**config.mk**
```make
export PLATFORM = sky130hd
export DESIGN_NAME = at_reply_and_length_frame_parser_flat
export DESIGN_NICKNAME = d
export VERILOG_FILES = /design/src/atrlf_pkg.sv /design/src/atrlf_rx_if.sv /design/src/atrlf_res_if.sv /design/src/atrlf_core.sv /design/src/atrlf_outbuf.sv /design/src/at_reply_and_length_frame_parser.sv /design/src/flat_wrapper.sv
export SDC_FILE = /design/constraint.sdc
export NUM_CORES = 1
export LEC_CHECK = 0
export BUFFER_PORTS_ARGS = -buffer_cell sky130_fd_sc_hd__buf_2
export CORE_UTILIZATION = 60
export CTS_CLUSTER_DIAMETER = 40
export CTS_CLUSTER_SIZE = 28
export DETAILED_ROUTE_END_ITERATION = 7
export PLACE_DENSITY = 0.8
export SLEW_MARGIN = 20
export SYNTH_ARGS = -nofsm -noshare
export SYNTH_HDL_FRONTEND = slang
export SYNTH_HIERARCHICAL = 1
export SYNTH_SLANG_ARGS = --single-unit
```
**constraint.sdc**
```tcl
create_clock -name clk -period 3.6 [get_ports clk]
set_clock_uncertainty 0.05 [all_clocks]
set_input_delay 0.36 -clock clk [delete_from_list [all_inputs] [get_ports clk]]
set_output_delay 0.36 -clock clk [all_outputs]
set_load 0.1 [all_outputs]
```
**src/atrlf_pkg.sv**
```systemverilog
// shared types and constants for the reply and length frame parser
// no dependencies; used by the interfaces, core, output buffer and top level
`default_nettype none

package atrlf_pkg;

	localparam int unsigned ByteW = 8;

	typedef logic [ByteW-1:0] byte_t;

	// characters of interest in module replies
	localparam byte_t CharGt = 8'h3E;
	localparam byte_t CharO  = 8'h4F;
	localparam byte_t CharK  = 8'h4B;

	// a header is only recognized beyond this buffer position
	localparam byte_t HeaderMinPos = 8'd3;

	// one result item
	typedef struct packed {
		logic  ok_seen;
		logic  frame_start;
		byte_t frame_length;
		logic  msg_valid;
		byte_t msg_byte;
		byte_t msg_index;
		logic  msg_last;
	} res_t;

endpackage

`default_nettype wire

```
**src/atrlf_rx_if.sv**
```systemverilog
// receive byte channel: valid/ready handshake carrying one byte per request
// depends on atrlf_pkg
`default_nettype none

interface atrlf_rx_if;
	logic             valid;
	logic             ready;
	atrlf_pkg::byte_t rx_byte;

	modport source (output valid, output rx_byte, input ready);
	modport sink (input valid, input rx_byte, output ready);
endinterface

`default_nettype wire

```
**src/atrlf_res_if.sv**
```systemverilog
// result channel: valid/ready handshake carrying the parser outputs
// depends on atrlf_pkg
`default_nettype none

interface atrlf_res_if;
	logic             valid;
	logic             ready;
	logic             ok_seen;
	logic             frame_start;
	atrlf_pkg::byte_t frame_length;
	logic             msg_valid;
	atrlf_pkg::byte_t msg_byte;
	atrlf_pkg::byte_t msg_index;
	logic             msg_last;

	modport source (output valid, output ok_seen, output frame_start, output frame_length,
		output msg_valid, output msg_byte, output msg_index, output msg_last, input ready);
	modport sink (input valid, input ok_seen, input frame_start, input frame_length,
		input msg_valid, input msg_byte, input msg_index, input msg_last, output ready);
	modport monitor (input valid, input ready, input ok_seen, input frame_start,
		input frame_length, input msg_valid, input msg_byte, input msg_index,
		input msg_last);
endinterface

`default_nettype wire

```
**src/atrlf_core.sv**
```systemverilog
// parser state and single-pass next-state / result logic, one byte per cycle while in_fire is high
// depends on atrlf_pkg
`default_nettype none

module atrlf_core #(
	parameter int unsigned WRAP_LIMIT = 150
) (
	input  wire logic             clk,
	input  wire logic             arst_n,
	input  wire logic             cfg_we,
	input  wire logic             cfg_wdata,
	input  wire logic             in_fire,
	input  wire atrlf_pkg::byte_t rx_byte,
	output atrlf_pkg::res_t       res
);

	localparam logic [atrlf_pkg::ByteW:0] WrapLimit = (atrlf_pkg::ByteW + 1)'(WRAP_LIMIT);

	logic             reply_mode_q;
	atrlf_pkg::byte_t pos_q, prev_q, prev2_q, remaining_q, msg_idx_q;
	logic             zero_seen_q;

	atrlf_pkg::byte_t pos_d, prev_d, prev2_d, remaining_d, msg_idx_d;
	logic             zero_seen_d;

	logic                        hit;
	logic [atrlf_pkg::ByteW:0]   pos_inc;
	logic                        wrap;
	atrlf_pkg::byte_t            cur_e, pos_e, prev_e, prev2_e;
	logic                        zero_seen_e;
	logic                        header;

	// reply match and position bookkeeping
	assign hit = !zero_seen_q && (rx_byte != '0) &&
		((rx_byte == atrlf_pkg::CharGt) ||
		 (rx_byte == atrlf_pkg::CharK && prev_q == atrlf_pkg::CharO));
	assign pos_inc = {1'b0, pos_q} + 1'b1;

	// command mode: clear at the wrap point, byte then reads as zero
	assign wrap        = ({1'b0, pos_q} >= WrapLimit);
	assign cur_e       = wrap ? '0 : rx_byte;
	assign pos_e       = wrap ? '0 : pos_q;
	assign prev_e      = wrap ? '0 : prev_q;
	assign prev2_e     = wrap ? '0 : prev2_q;
	assign zero_seen_e = wrap ? 1'b0 : zero_seen_q;
	assign header      = (pos_e > atrlf_pkg::HeaderMinPos) && (prev2_e == '0) &&
		(prev_e == '0) && (cur_e != '0);

	// next state and result
	always_comb begin
		pos_d       = pos_q;
		prev_d      = prev_q;
		prev2_d     = prev2_q;
		zero_seen_d = zero_seen_q;
		remaining_d = remaining_q;
		msg_idx_d   = msg_idx_q;
		res         = '0;
		if (reply_mode_q) begin
			if (hit) begin
				res.ok_seen = 1'b1;
				pos_d       = '0;
				prev_d      = '0;
				prev2_d     = '0;
				zero_seen_d = 1'b0;
			end else if (pos_inc >= WrapLimit) begin
				pos_d       = '0;
				prev_d      = '0;
				prev2_d     = '0;
				zero_seen_d = 1'b0;
			end else begin
				pos_d       = pos_inc[atrlf_pkg::ByteW-1:0];
				prev_d      = rx_byte;
				prev2_d     = prev_q;
				zero_seen_d = zero_seen_q | (rx_byte == '0);
			end
		end else begin
			res.ok_seen = 1'b1;
			if (remaining_q != '0) begin
				res.msg_valid = 1'b1;
				res.msg_byte  = cur_e;
				res.msg_index = msg_idx_q;
				res.msg_last  = (remaining_q == 8'd1);
				msg_idx_d     = msg_idx_q + 1'b1;
				remaining_d   = remaining_q - 1'b1;
			end
			if (header) begin
				res.frame_start  = 1'b1;
				res.frame_length = cur_e;
				remaining_d      = cur_e;
				msg_idx_d        = '0;
			end
			pos_d       = pos_e + 1'b1;
			prev_d      = cur_e;
			prev2_d     = prev_e;
			zero_seen_d = zero_seen_e | (cur_e == '0);
		end
	end

	// state registers, updated on each accepted byte; reply mode on a config write
	always_ff @(posedge clk or negedge arst_n) begin
		if (!arst_n) begin
			reply_mode_q <= 1'b0;
			pos_q        <= '0;
			prev_q       <= '0;
			prev2_q      <= '0;
			zero_seen_q  <= 1'b0;
			remaining_q  <= '0;
			msg_idx_q    <= '0;
		end else begin
			if (cfg_we) begin
				reply_mode_q <= cfg_wdata;
			end
			if (in_fire) begin
				pos_q       <= pos_d;
				prev_q      <= prev_d;
				prev2_q     <= prev2_d;
				zero_seen_q <= zero_seen_d;
				remaining_q <= remaining_d;
				msg_idx_q   <= msg_idx_d;
			end
		end
	end

endmodule

`default_nettype wire

```
**src/atrlf_outbuf.sv**
```systemverilog
// two-entry output buffer: result register plus skid register
// depends on atrlf_pkg
`default_nettype none

module atrlf_outbuf (
	input  wire logic            clk,
	input  wire logic            arst_n,
	input  wire logic            push,
	input  wire atrlf_pkg::res_t push_data,
	output logic                 push_ready,
	output logic                 out_valid,
	input  wire logic            out_ready,
	output atrlf_pkg::res_t      out_data
);

	logic            main_valid_q, skid_valid_q;
	atrlf_pkg::res_t main_q, skid_q;

	assign push_ready = !skid_valid_q;
	assign out_valid  = main_valid_q;
	assign out_data   = main_q;

	// control: refill the result register from skid first, else from input
	always_ff @(posedge clk or negedge arst_n) begin
		if (!arst_n) begin
			main_valid_q <= 1'b0;
			skid_valid_q <= 1'b0;
		end else if (!main_valid_q || out_ready) begin
			if (skid_valid_q) begin
				main_valid_q <= 1'b1;
				skid_valid_q <= 1'b0;
			end else begin
				main_valid_q <= push;
			end
		end else if (push) begin
			skid_valid_q <= 1'b1;
		end
	end

	// payload
	always_ff @(posedge clk) begin
		if (!main_valid_q || out_ready) begin
			main_q <= skid_valid_q ? skid_q : push_data;
		end else if (push) begin
			skid_q <= push_data;
		end
	end

endmodule

`default_nettype wire

```
**src/at_reply_and_length_frame_parser.sv**
```systemverilog
// a result is registered in the output buffer when its byte request is accepted
// throughput: one byte per cycle, sustained while results are taken each cycle
// a two-entry output buffer keeps input ready while one result is stalled
// reset (arst_n low) clears reply_mode, the buffer state, message count and index
// depends on atrlf_pkg, atrlf_rx_if, atrlf_res_if, atrlf_core, atrlf_outbuf
`default_nettype none

module at_reply_and_length_frame_parser #(
	parameter int unsigned WRAP_LIMIT = 150
) (
	input  wire logic   clk,
	input  wire logic   arst_n,
	input  wire logic   cfg_we,
	input  wire logic   cfg_wdata,
	atrlf_rx_if.sink    rx,
	atrlf_res_if.source res
);

	logic            in_fire;
	logic            push_ready;
	atrlf_pkg::res_t core_res;
	atrlf_pkg::res_t out_data;

	assign rx.ready = push_ready;
	assign in_fire  = rx.valid && push_ready;

	// state and single-pass parse
	atrlf_core #(
		.WRAP_LIMIT (WRAP_LIMIT)
	) u_core (
		.clk       (clk),
		.arst_n    (arst_n),
		.cfg_we    (cfg_we),
		.cfg_wdata (cfg_wdata),
		.in_fire   (in_fire),
		.rx_byte   (rx.rx_byte),
		.res       (core_res)
	);

	// result register and skid
	atrlf_outbuf u_outbuf (
		.clk        (clk),
		.arst_n     (arst_n),
		.push       (in_fire),
		.push_data  (core_res),
		.push_ready (push_ready),
		.out_valid  (res.valid),
		.out_ready  (res.ready),
		.out_data   (out_data)
	);

	// unpack the result
	assign res.ok_seen      = out_data.ok_seen;
	assign res.frame_start  = out_data.frame_start;
	assign res.frame_length = out_data.frame_length;
	assign res.msg_valid    = out_data.msg_valid;
	assign res.msg_byte     = out_data.msg_byte;
	assign res.msg_index    = out_data.msg_index;
	assign res.msg_last     = out_data.msg_last;

endmodule

`default_nettype wire

```
**src/flat_wrapper.sv**
```systemverilog
// flat-port wrapper written by rule: the top's interface ports become plain ports
module at_reply_and_length_frame_parser_flat 
#(
	parameter int unsigned WRAP_LIMIT = 150
)
  (clk, arst_n, cfg_we, cfg_wdata, rx_valid, rx_rx_byte, rx_ready, res_valid, res_ok_seen, res_frame_start, res_frame_length, res_msg_valid, res_msg_byte, res_msg_index, res_msg_last, res_ready);
  atrlf_rx_if rx_i ();
  atrlf_res_if res_i ();
  input  wire logic clk;
  input  wire logic arst_n;
  input  wire logic cfg_we;
  input  wire logic cfg_wdata;
  input wire logic [$bits(rx_i.valid)-1:0] rx_valid;
  input wire logic [$bits(rx_i.rx_byte)-1:0] rx_rx_byte;
  output wire logic [$bits(rx_i.ready)-1:0] rx_ready;
  output wire logic [$bits(res_i.valid)-1:0] res_valid;
  output wire logic [$bits(res_i.ok_seen)-1:0] res_ok_seen;
  output wire logic [$bits(res_i.frame_start)-1:0] res_frame_start;
  output wire logic [$bits(res_i.frame_length)-1:0] res_frame_length;
  output wire logic [$bits(res_i.msg_valid)-1:0] res_msg_valid;
  output wire logic [$bits(res_i.msg_byte)-1:0] res_msg_byte;
  output wire logic [$bits(res_i.msg_index)-1:0] res_msg_index;
  output wire logic [$bits(res_i.msg_last)-1:0] res_msg_last;
  input wire logic [$bits(res_i.ready)-1:0] res_ready;
  assign rx_i.valid = rx_valid;
  assign rx_i.rx_byte = rx_rx_byte;
  assign rx_ready = rx_i.ready;
  assign res_valid = res_i.valid;
  assign res_ok_seen = res_i.ok_seen;
  assign res_frame_start = res_i.frame_start;
  assign res_frame_length = res_i.frame_length;
  assign res_msg_valid = res_i.msg_valid;
  assign res_msg_byte = res_i.msg_byte;
  assign res_msg_index = res_i.msg_index;
  assign res_msg_last = res_i.msg_last;
  assign res_i.ready = res_ready;
  at_reply_and_length_frame_parser #(.WRAP_LIMIT(WRAP_LIMIT)) u_core (.clk(clk), .arst_n(arst_n), .cfg_we(cfg_we), .cfg_wdata(cfg_wdata), .rx(rx_i), .res(res_i));
endmodule
```
; ---- Yosys cells after proc, flatten, opt, wreduce, memory -nomap -nowiden
; Cells that the tools add are included.
[totals]
regBits = 100
out_inout_bits = 30
word_cells = 91
inputBits = 14
[classes]
n_reduce_logical = 23
magnitude_cmp = 3
muxes = 30
n_addsub = 4
bitwise_logic = 4
eq_ne = 4
[ops]
columns = cell, count
row1 = 2-to-1 mux 8 bit, 17
row2 = zero test 8 bit, 4
row3 = 2-to-1 mux 28 bit, 1
row4 = 2-to-1 mux 27 bit, 1
row5 = nonzero test 8 bit, 3
row6 = 2-to-1 mux 18 bit, 1
row7 = "adder 8 x 1 -> 8 bit, second input constant", 2
row8 = "== test 8 x 7 -> 1 bit, second input constant", 2
row9 = "adder 8 x 1 -> 9 bit, second input constant", 1
row10 = "greater-or-equal comparator 9 x 8 -> 1 bit, second input constant", 1
row11 = 2-to-1 mux 1 bit, 9
row12 = 2-to-1 mux 9 bit, 1
row13 = "== test 8 x 1 -> 1 bit, second input constant", 1
row14 = "== test 8 x 6 -> 1 bit, second input constant", 1
row15 = "greater-or-equal comparator 8 bit, second input constant", 1
row16 = "> comparator 8 x 2 -> 1 bit, second input constant", 1
row17 = "subtractor 8 x 1 -> 8 bit, second input constant", 1
row18 = logical AND 1 bit, 7
row19 = nonzero test 2 bit, 2
row20 = zero test 1 bit, 3
row21 = AND reduction 3 bit, 1
row22 = logical OR 1 bit, 2
row23 = NOT 1 bit, 2
row24 = OR 1 bit, 2
row25 = AND reduction 2 bit, 1

; ---- Depth between registers and ports, before layout
; Gate-level depths: netlist of run 1.
[logic_depth]
word_depth = 9
ltp_mapped = 11
mapped_depth_nobuf = 11

; ---- Hierarchy
; Netlist of run 1, hierarchy kept.
[by_module_without_submodules]
columns = module, n_inst, area_each_um2, seq_area_each_um2, cells_per_inst
row1 = atrlf_core, 1, 2762.6, 1051.0, 317
row2 = atrlf_outbuf, 1, 2214.6, 1731.7, 96
row3 = at_reply_and_length_frame_parser, 1, 6.3, 0.0, 1

; ---- Worst setup path after synthesis of run 1
; OpenSTA, ideal clock, no wires.
[synth_timing]
path_kind = reg2reg
startpoint = register u_core.u_outbuf.main_valid_q (netlist: u_core/u_outbuf/out_valid)
endpoint = register u_core/u_outbuf/skid_q[0] (netlist bit) (enable)
path_stages_with_launch = 3
slack_ns = -0.008
setup_ns = 0.413
synth_period_minus_slack_ns = 3.608
path_buffers = 0
t_required_ns = 3.137
arrival_ns = 3.145
cell_sequence = dfrtp_1 > nand2b_1 > nor2_1
[synth_between]
elab_chain_cells = 4
[synth_rtl]
columns = element, line_no
row1 = from (decl), atrlf_outbuf.sv:16  ; logic main_valid_q, skid_valid_q;
row2 = from (signal assigned), atrlf_outbuf.sv:33  ; main_valid_q <= push;
row3 = zero test 1 bit, atrlf_outbuf.sv:42  ; if (!main_valid_q || out_ready) begin
row4 = logical OR 1 bit, atrlf_outbuf.sv:42
row5 = NOT 1 bit (no line), -
row6 = AND reduction 2 bit (no line), -
row7 = to (signal assigned), atrlf_outbuf.sv:45  ; skid_q <= push_data;
row8 = to (decl), atrlf_outbuf.sv:17  ; atrlf_pkg::res_t main_q, skid_q;
; No other way between the ends.
; A chain may end at the register's enable or synchronous reset.

==> out/qor.yml, run 1 <==
clocking:
  post_cts_buffers: 0
  cts_tree: "built"
  path_clk_slew_ns: 0.11
  cts_repair_resize_count: 0
  htreeDepth: 3
  clock_latency_ns: 0.37
  cts_hold_buf: 0
  clockBufferDepth: 2
  cts_root_buffer: "clkbuf_8"
  cts.sinks: 100
  cts_made_buffers: 9
power:
  leakage_nw: 2.23
  power_mw: 3.55
  power_per_cell_area_nw_per_um2: 648
  peakVddDrop_uv: 341
worst_setup_path:
  cp-start-kind: "flip-flop"
  cp_slowest_stage_delay_ns: 0.51
  end_kind: "flip-flop"
  cp_top_family: "simple AND/OR/NAND/NOR gates"
  cp_cell_sequence: "or4_1, nor3_1, a21oi_1, nor2b_1, and2_1, mux2_4"
  cp.required_ns: 3.67
  worstPathArrival_ns: 2.80
  crit_fanout: 12
  crit_slowest_cell: "or4_1"
  path_class: "reg -> reg"
  critPathBufInv: 0
synthesis:
  synthTopCellsByArea: "edfxtp_1 (34%), dfrtp_1 (22%), mux2_4 (8.4%)"
  synth.most_common_cell: "edfxtp_1"
  yosys.area.top_type: "edfxtp_1"
  synthCells: 414
  ys.flop_type: "edfxtp_1"
  syn_area_sq_um: 4980
  synth.top_cell.area_share_pct: 33.7
  synth-edff-count: 56
  ys_ff_latch: 100
  async_flop_share_pct: 44.0
  synth_common_cells: "edfxtp_1 (56), dfrtp_1 (44), nand2_1 (33)"
  synth_cell_types: 57
  yosysSeqAreaShare_pct: 55.8
  yosysWarnings: 6
  synth_area_per_cell_sq_um: 12.0
  syn-num-nets: 436
timing:
  fmax_mhz: 366
  rsz0062_at_grt: "no"
  fin_crit_sh_pct: 75.8
  hold_viol_final: 0
  worstMarginPinSlew_ns: 0.711
  finalSetupViolations: 0
  tns_ns: 0
  min_period_ns: 2.73
  finalMaxSlewViolations: 0
  slew_headroom_pct: 52.6
cells_and_area:
  layout.nets: 477
  post-route-util_pct: 69.4
  drive_gt1_share_pct: 23.7
  areaGrowthSynthToFinish_pct: 9.84
  postLayoutCellArea_sq_um: 5470
  diodes: 0
route:
  drt_first_pass_iters: 5
  drtIter0Drc: 414
  final_antenna_net_count: 0
  wl_um: 10500
  vias_per_cell: 6.29
  vias: 3533
  avgRoutedWirePerCell_um: 18.7
  route.detailed.drc: 0
global_route:
  grt_start_max_net_pins: 45
  grt_pass1_vias: 3362
  grt_pass1_wl_um: 17200
  antenna_found_initial: 0
  grt-ovfl-total: 0
  grtUsageTotal_pct: 26.1
floorplanning:
  core.rowCount: 32
  die-area_sq_um: 8670
  die_w_um: 93.1
  ioPinCount: 44
  initial_utilization_pct: 63.2
  fp.coreArea_sq_um: 7890
  die-height_um: 93.1
place:
  detailed_place_hpwl_um: 7150
  place_congestion: 0.912
  placed_area_sq_um: 5270
  numPortBuffers: 43
hold_path:
  hp-class: "in -> reg"
status:
  status: "finished clean"
run:
  maxCapViolations: 0
path summary, 6_finish.rpt:
check,startpoint,end,slack (ns),depth (start not counted)
setup reg to reg,u_core/u_core/remaining_q[2]$_DFFE_PN0P_,u_core/u_outbuf/out_data[10]$_DFFE_PP_,0.87,6
max in group asynchronous,arst_n,u_core/u_outbuf/out_valid$_DFFE_PN0P_,2.61,2
setup / recovery,u_core/u_core/remaining_q[2]$_DFFE_PN0P_,u_core/u_outbuf/out_data[10]$_DFFE_PP_,0.87,6
hold reg to reg,u_core/u_core/prev2_q[0]$_DFFE_PN0P_,u_core/u_core/prev2_q[0]$_DFFE_PN0P_,0.46,1
min in group asynchronous,arst_n,u_core/u_core/pos_q[7]$_DFFE_PN0P_,0.48,2
hold / removal,cfg_wdata,u_core/u_core/reply_mode_q$_DFFE_PN0P_,0.16,2
flip-flops by register name, indices dropped and copies added, names as in the netlist:
register and cells:
u_core/u_core/pos_q 8, u_core/u_outbuf/out_data 28, u_core/u_core/zero_seen_q 1, u_core/u_core/remaining_q 8, u_core/u_core/prev_q 8, u_core/u_core/reply_mode_q 1
u_core/u_core/msg_idx_q 8, u_core/u_outbuf/skid_q 28, u_core/u_core/prev2_q 8, u_core/u_outbuf/skid_valid_q 1, u_core/u_outbuf/out_valid 1
logic make-up (layout without fill, tap and decap cells):
logic type	after synthesis	after routing	synth area share, %
xor gates and xnor gates	2	2	0.352
buffers and inverters	36	82	3.46
muxes	31	31	9.09
DFF	100	100	55.8
AOI/OAI and AO/OA	96	96	13.7
adders and majority gates	8	8	2.01
and+or+nand+nor	141	141	15.5
cells in the final DEF (no fill, tap or decap), types with 6 or more instances in the layout:
cell	n
o21ai_0	21
nor3_1	13
clkbuf_8	10
nor2_1	14
buf_2	42
a21oi_1	20
edfxtp_1	56
mux2_4	28
nand3_1	13
ha_1	8
nand2b_1	6
o2bb2ai_1	17
and2_1	24
inv_1	14
nand2_1	33
dfrtp_1	44
buf_4	9
per-stage QoR:
step | hold slack (ns) | cells | setup slack (ns)
after CTS | 0.138 | 561 | 0.906
after floorplan | 0.0144 | 414 | 0.444
final | 0.164 | 562 | 0.871
after global routing | 0.166 | 562 | 0.728
after detailed placement | 0.428 | 545 | 0.927
after global placement | 0.422 | 545 | 0.952
where the power goes:
| part | switching [mW] | internal, mW |
|---|---|---|
| sequential | 0.213 | 1.44 |
| clock | 0.412 | 0.282 |
| combinational | 0.830 | 0.376 |
layer usage:
metal | track usage (%) | share of wire [%] | wire length [um]
met4 | 10.3 | 3.0 | 310
met1 | 34.4 | 42 | 4400
met2 | 43.0 | 49 | 5140
met3 | 4.63 | 6.1 | 644
met5 | 0 | 0 | 0
final cells by class:
type | instances | area (sq um)
Sequential cell | 100 | 2780
Clock inverter | 6 | 55.1
Timing Repair Buffer | 52 | 288
Tap cell | 102 | 128
Fill cell | 540 | 2410
Inverter | 14 | 52.6
Multi-Input combinational cell | 278 | 2030
Clock buffer | 10 | 138
worst reg2reg max path: cells and delay by family, from the launching register on:
kind,cells,cell delay [ns]
flip-flops,1,0.44
multiplexers,1,0.27
AND/OR/NAND/NOR,4,1.41
AO/OA/AOI/OAI,1,0.32
Note: power is estimated with default switching activity, not from simulation.
==> run 2, diff against run 1 <==
==> constraint.sdc (replaced) <==
create_clock -name clk -period 2.85 [get_ports clk]
set_clock_uncertainty 0.05 [all_clocks]
set_input_delay 0.285 -clock clk [delete_from_list [all_inputs] [get_ports clk]]
set_output_delay 0.285 -clock clk [all_outputs]
set_load 0.1 [all_outputs]
==> run 2 against run 1 <==
  * Sequential power grew 26%
  * Power grew 29%
  * Non-clock buffer count grew 3
  * Combinational power grew 27%
  * Critical path depth grew 3
  * Critical endpoint is now u_core/u_outbuf/out_data[24]$_DFFE_PP_
  * Final area grew 1.1%
  * Clock power grew 38%
  * Largest power group unchanged
  * Flip-flop and latch count is the same
  * Routed wire length shrank 2.6%
  * Worst hold slack lost 0.070 ns
  * Utilization grew 0.75 points
==> out/qor.yml, run 2 (synthesis gave the netlist of run 1 again) <==
floorplanning:
  die-area_sq_um: 8670  # unchanged
  ioPinCount: 44  # unchanged
  fp.coreArea_sq_um: 7890  # unchanged
  initial_utilization_pct: 63.2  # unchanged
  die-height_um: 93.1  # unchanged
  core.rowCount: 32  # unchanged
  die_w_um: 93.1  # unchanged
status:
  status: "finished clean"  # unchanged
route:
  wl_um: 10200  # was 10500 um
  drt_first_pass_iters: 5  # unchanged
  avgRoutedWirePerCell_um: 18.1  # was 18.7 um
  vias: 3478  # was 3533
  route.detailed.drc: 0  # unchanged
  drtIter0Drc: 338  # was 414
  vias_per_cell: 6.16  # was 6.29
  final_antenna_net_count: 0  # unchanged
worst_setup_path:
  worstPathArrival_ns: 2.83  # was 2.80 ns
  r2r_setup_slack_ns: 0.21  # was 0.87 ns
  cp-start-kind: "flip-flop"  # unchanged
  cp.required_ns: 3.04  # was 3.67 ns
  crit_fanout: 10  # was 12
  end_kind: "flip-flop"  # unchanged
  reg2reg_depth: 9  # was 6
  path_class: "reg -> reg"  # unchanged
  regToRegEndpoint: "u_core/u_outbuf/out_data[24]$_DFFE_PP_"  # was u_core/u_outbuf/out_data[10]$_DFFE_PP_
  regToRegStartpoint: "u_core/u_core/pos_q[0]$_DFFE_PN0P_"  # was u_core/u_core/remaining_q[2]$_DFFE_PN0P_
clocking:
  cts_tree: "built"  # unchanged
  post_cts_buffers: 0  # unchanged
  clockBufferDepth: 2  # unchanged
  cts_root_buffer: "clkbuf_8"  # unchanged
  clock_latency_ns: 0.36  # was 0.37 ns
  cts_made_buffers: 9  # unchanged
  htreeDepth: 3  # unchanged
  path_clk_slew_ns: 0.10  # was 0.11 ns
  cts.sinks: 100  # unchanged
power:
  power_mw: 4.59  # was 3.55 mW
  leakage_nw: 2.26  # was 2.23 nW
  peakVddDrop_uv: 370  # was 341 uV
  power_per_cell_area_nw_per_um2: 829  # was 648 nW/um^2
timing:
  slew_headroom_pct: 61.3  # was 52.6%
  fin_crit_sh_pct: 92.5  # was 75.8%
  min_period_ns: 2.64  # was 2.73 ns
  finalMaxSlewViolations: 0  # unchanged
  hold_viol_final: 0  # unchanged
  rsz0062_at_grt: "no"  # unchanged
  tns_ns: 0  # unchanged
  finalSetupViolations: 0  # unchanged
  fmax_mhz: 379  # was 366 MHz
  hold_ws_ns: 0.0947  # was 0.164 ns
  worstMarginPinSlew_ns: 0.581  # was 0.711 ns
place:
  numPortBuffers: 43  # unchanged
  place_congestion: 0.861  # was 0.912
  detailed_place_hpwl_um: 6990  # was 7150 um
cells_and_area:
  diodes: 0  # unchanged
  areaGrowthSynthToFinish_pct: 11.0  # was 9.84%
  n_fill_cell: 549  # was 540
  final_common_cell: "edfxtp_1"  # unchanged
  drive_gt1_share_pct: 24.6  # was 23.7%
  post-route-util_pct: 70.1  # was 69.4%
  layout.nets: 480  # was 477
  regArea_sq_um: 2780  # unchanged
  final_cell_mix: "edfxtp_1 (56), dfrtp_1 (44), buf_2 (42)"  # unchanged
  multi_input_area_sq_um: 2050  # was 2030 sq um
run:
  maxCapViolations: 0  # unchanged
hold_path:
  holdPathEnd: "u_core/u_core/reply_mode_q$_DFFE_PN0P_"  # unchanged
  worstHoldStart: "cfg_wdata"  # unchanged
  hp-class: "in -> reg"  # unchanged
  min_path_cells: 2  # unchanged
global_route:
  grtUsageTotal_pct: 25.0  # was 26.1%
  grt-ovfl-total: 0  # unchanged
  grt_start_max_net_pins: 45  # unchanged
  antenna_found_initial: 0  # unchanged
  grt_pass1_vias: 3326  # was 3362
  grt_pass1_wl_um: 16700  # was 17200 um
==> run 2: cell types whose count changed in the layout (fill, tap and decap cells not counted), sizes merged <==
cell / delta
buf: +3
clkinv: -2
inv: +2
bufinv: +1
clkinvlp: -1
==> run 2: worst max path at each step <==
| stage | slack (ns) | endpoint | start | depth (start not counted) |
|---|---|---|---|---|
| 5_1_grt | 0.05 | u_core/u_outbuf/out_data[22]$_DFFE_PP_ | u_core/u_core/pos_q[0]$_DFFE_PN0P_ | 9 |
| 3_3_place_gp | 0.33 | u_core/u_core/remaining_q[5]$_DFFE_PN0P_ | u_core/u_core/remaining_q[3]$_DFFE_PN0P_ | 7 |
| 2_1_floorplan | 0.09 | u_core/u_core/msg_idx_q[7]$_DFFE_PN0P_ | u_core/u_outbuf/skid_valid_q$_DFFE_PN0P_ | 8 |
| 4_1_cts | 0.13 | u_core/u_outbuf/out_data[24]$_DFFE_PP_ | u_core/u_core/pos_q[0]$_DFFE_PN0P_ | 9 |
| 3_5_place_dp | 0.17 | u_core/u_outbuf/out_data[21]$_DFFE_PP_ | u_core/u_core/pos_q[0]$_DFFE_PN0P_ | 9 |
| 6_report | 0.21 | u_core/u_outbuf/out_data[24]$_DFFE_PP_ | u_core/u_core/pos_q[0]$_DFFE_PN0P_ | 9 |
==> run 2: layout make-up <==
class,instances,share of cell area (%)
Timing Repair Buffer,55,5.61
Multi-Input combinational cell,278,37.0
Clock inverter,6,1.36
Inverter,14,0.950
Tap cell,102,2.31
Sequential cell,100,50.3
Clock buffer,10,2.49
==> run 2: per-layer routing <==
metal | global-route usage (%) | vias up | part of all wire, %
met2 | 40.6 | 106 | 50
met5 | 0 | - | 0
met1 | 34.3 | 1724 | 44
met3 | 4.07 | 14 | 4.6
met4 | 8.97 | 0 | 1.5
li1 | - | 1634 | -
==> run 2: worst max-delay path: stages, from the launching register on <==
cell      delay [ns]
dfrtp_1         0.50
inv_1           0.12
ha_1            0.21
o21ai_0         0.21
a21oi_2         0.18
nand2b_1        0.20
or3_1           0.44
nor2_4          0.23
and2_1          0.20
mux2_4          0.17
==> run 2: timing repair <==
action / in CTS / in global routing
hold buffers: 0 / 1
hold endpoints to repair: 0 / 44
endpoints found under the setup margin: 0 / 9
resized for setup: 0 / 2
==> run 2: power by group <==
group,internal [mW],switching [mW],total [mW]
Clock,0.446,0.514,0.960
Combinational,0.492,1.05,1.54
Sequential,1.81,0.271,2.08
==> run 2: through the flow <==
step | area [sq um] | setup slack, ns | instances
finish | 5530 | 0.213 | 565
CTS | 5510 | 0.129 | 564
global route | 5530 | 0.0495 | 565
detailed placement | 5300 | 0.167 | 548
floorplan | 4990 | 0.0873 | 414
global placement | 5300 | 0.335 | 548
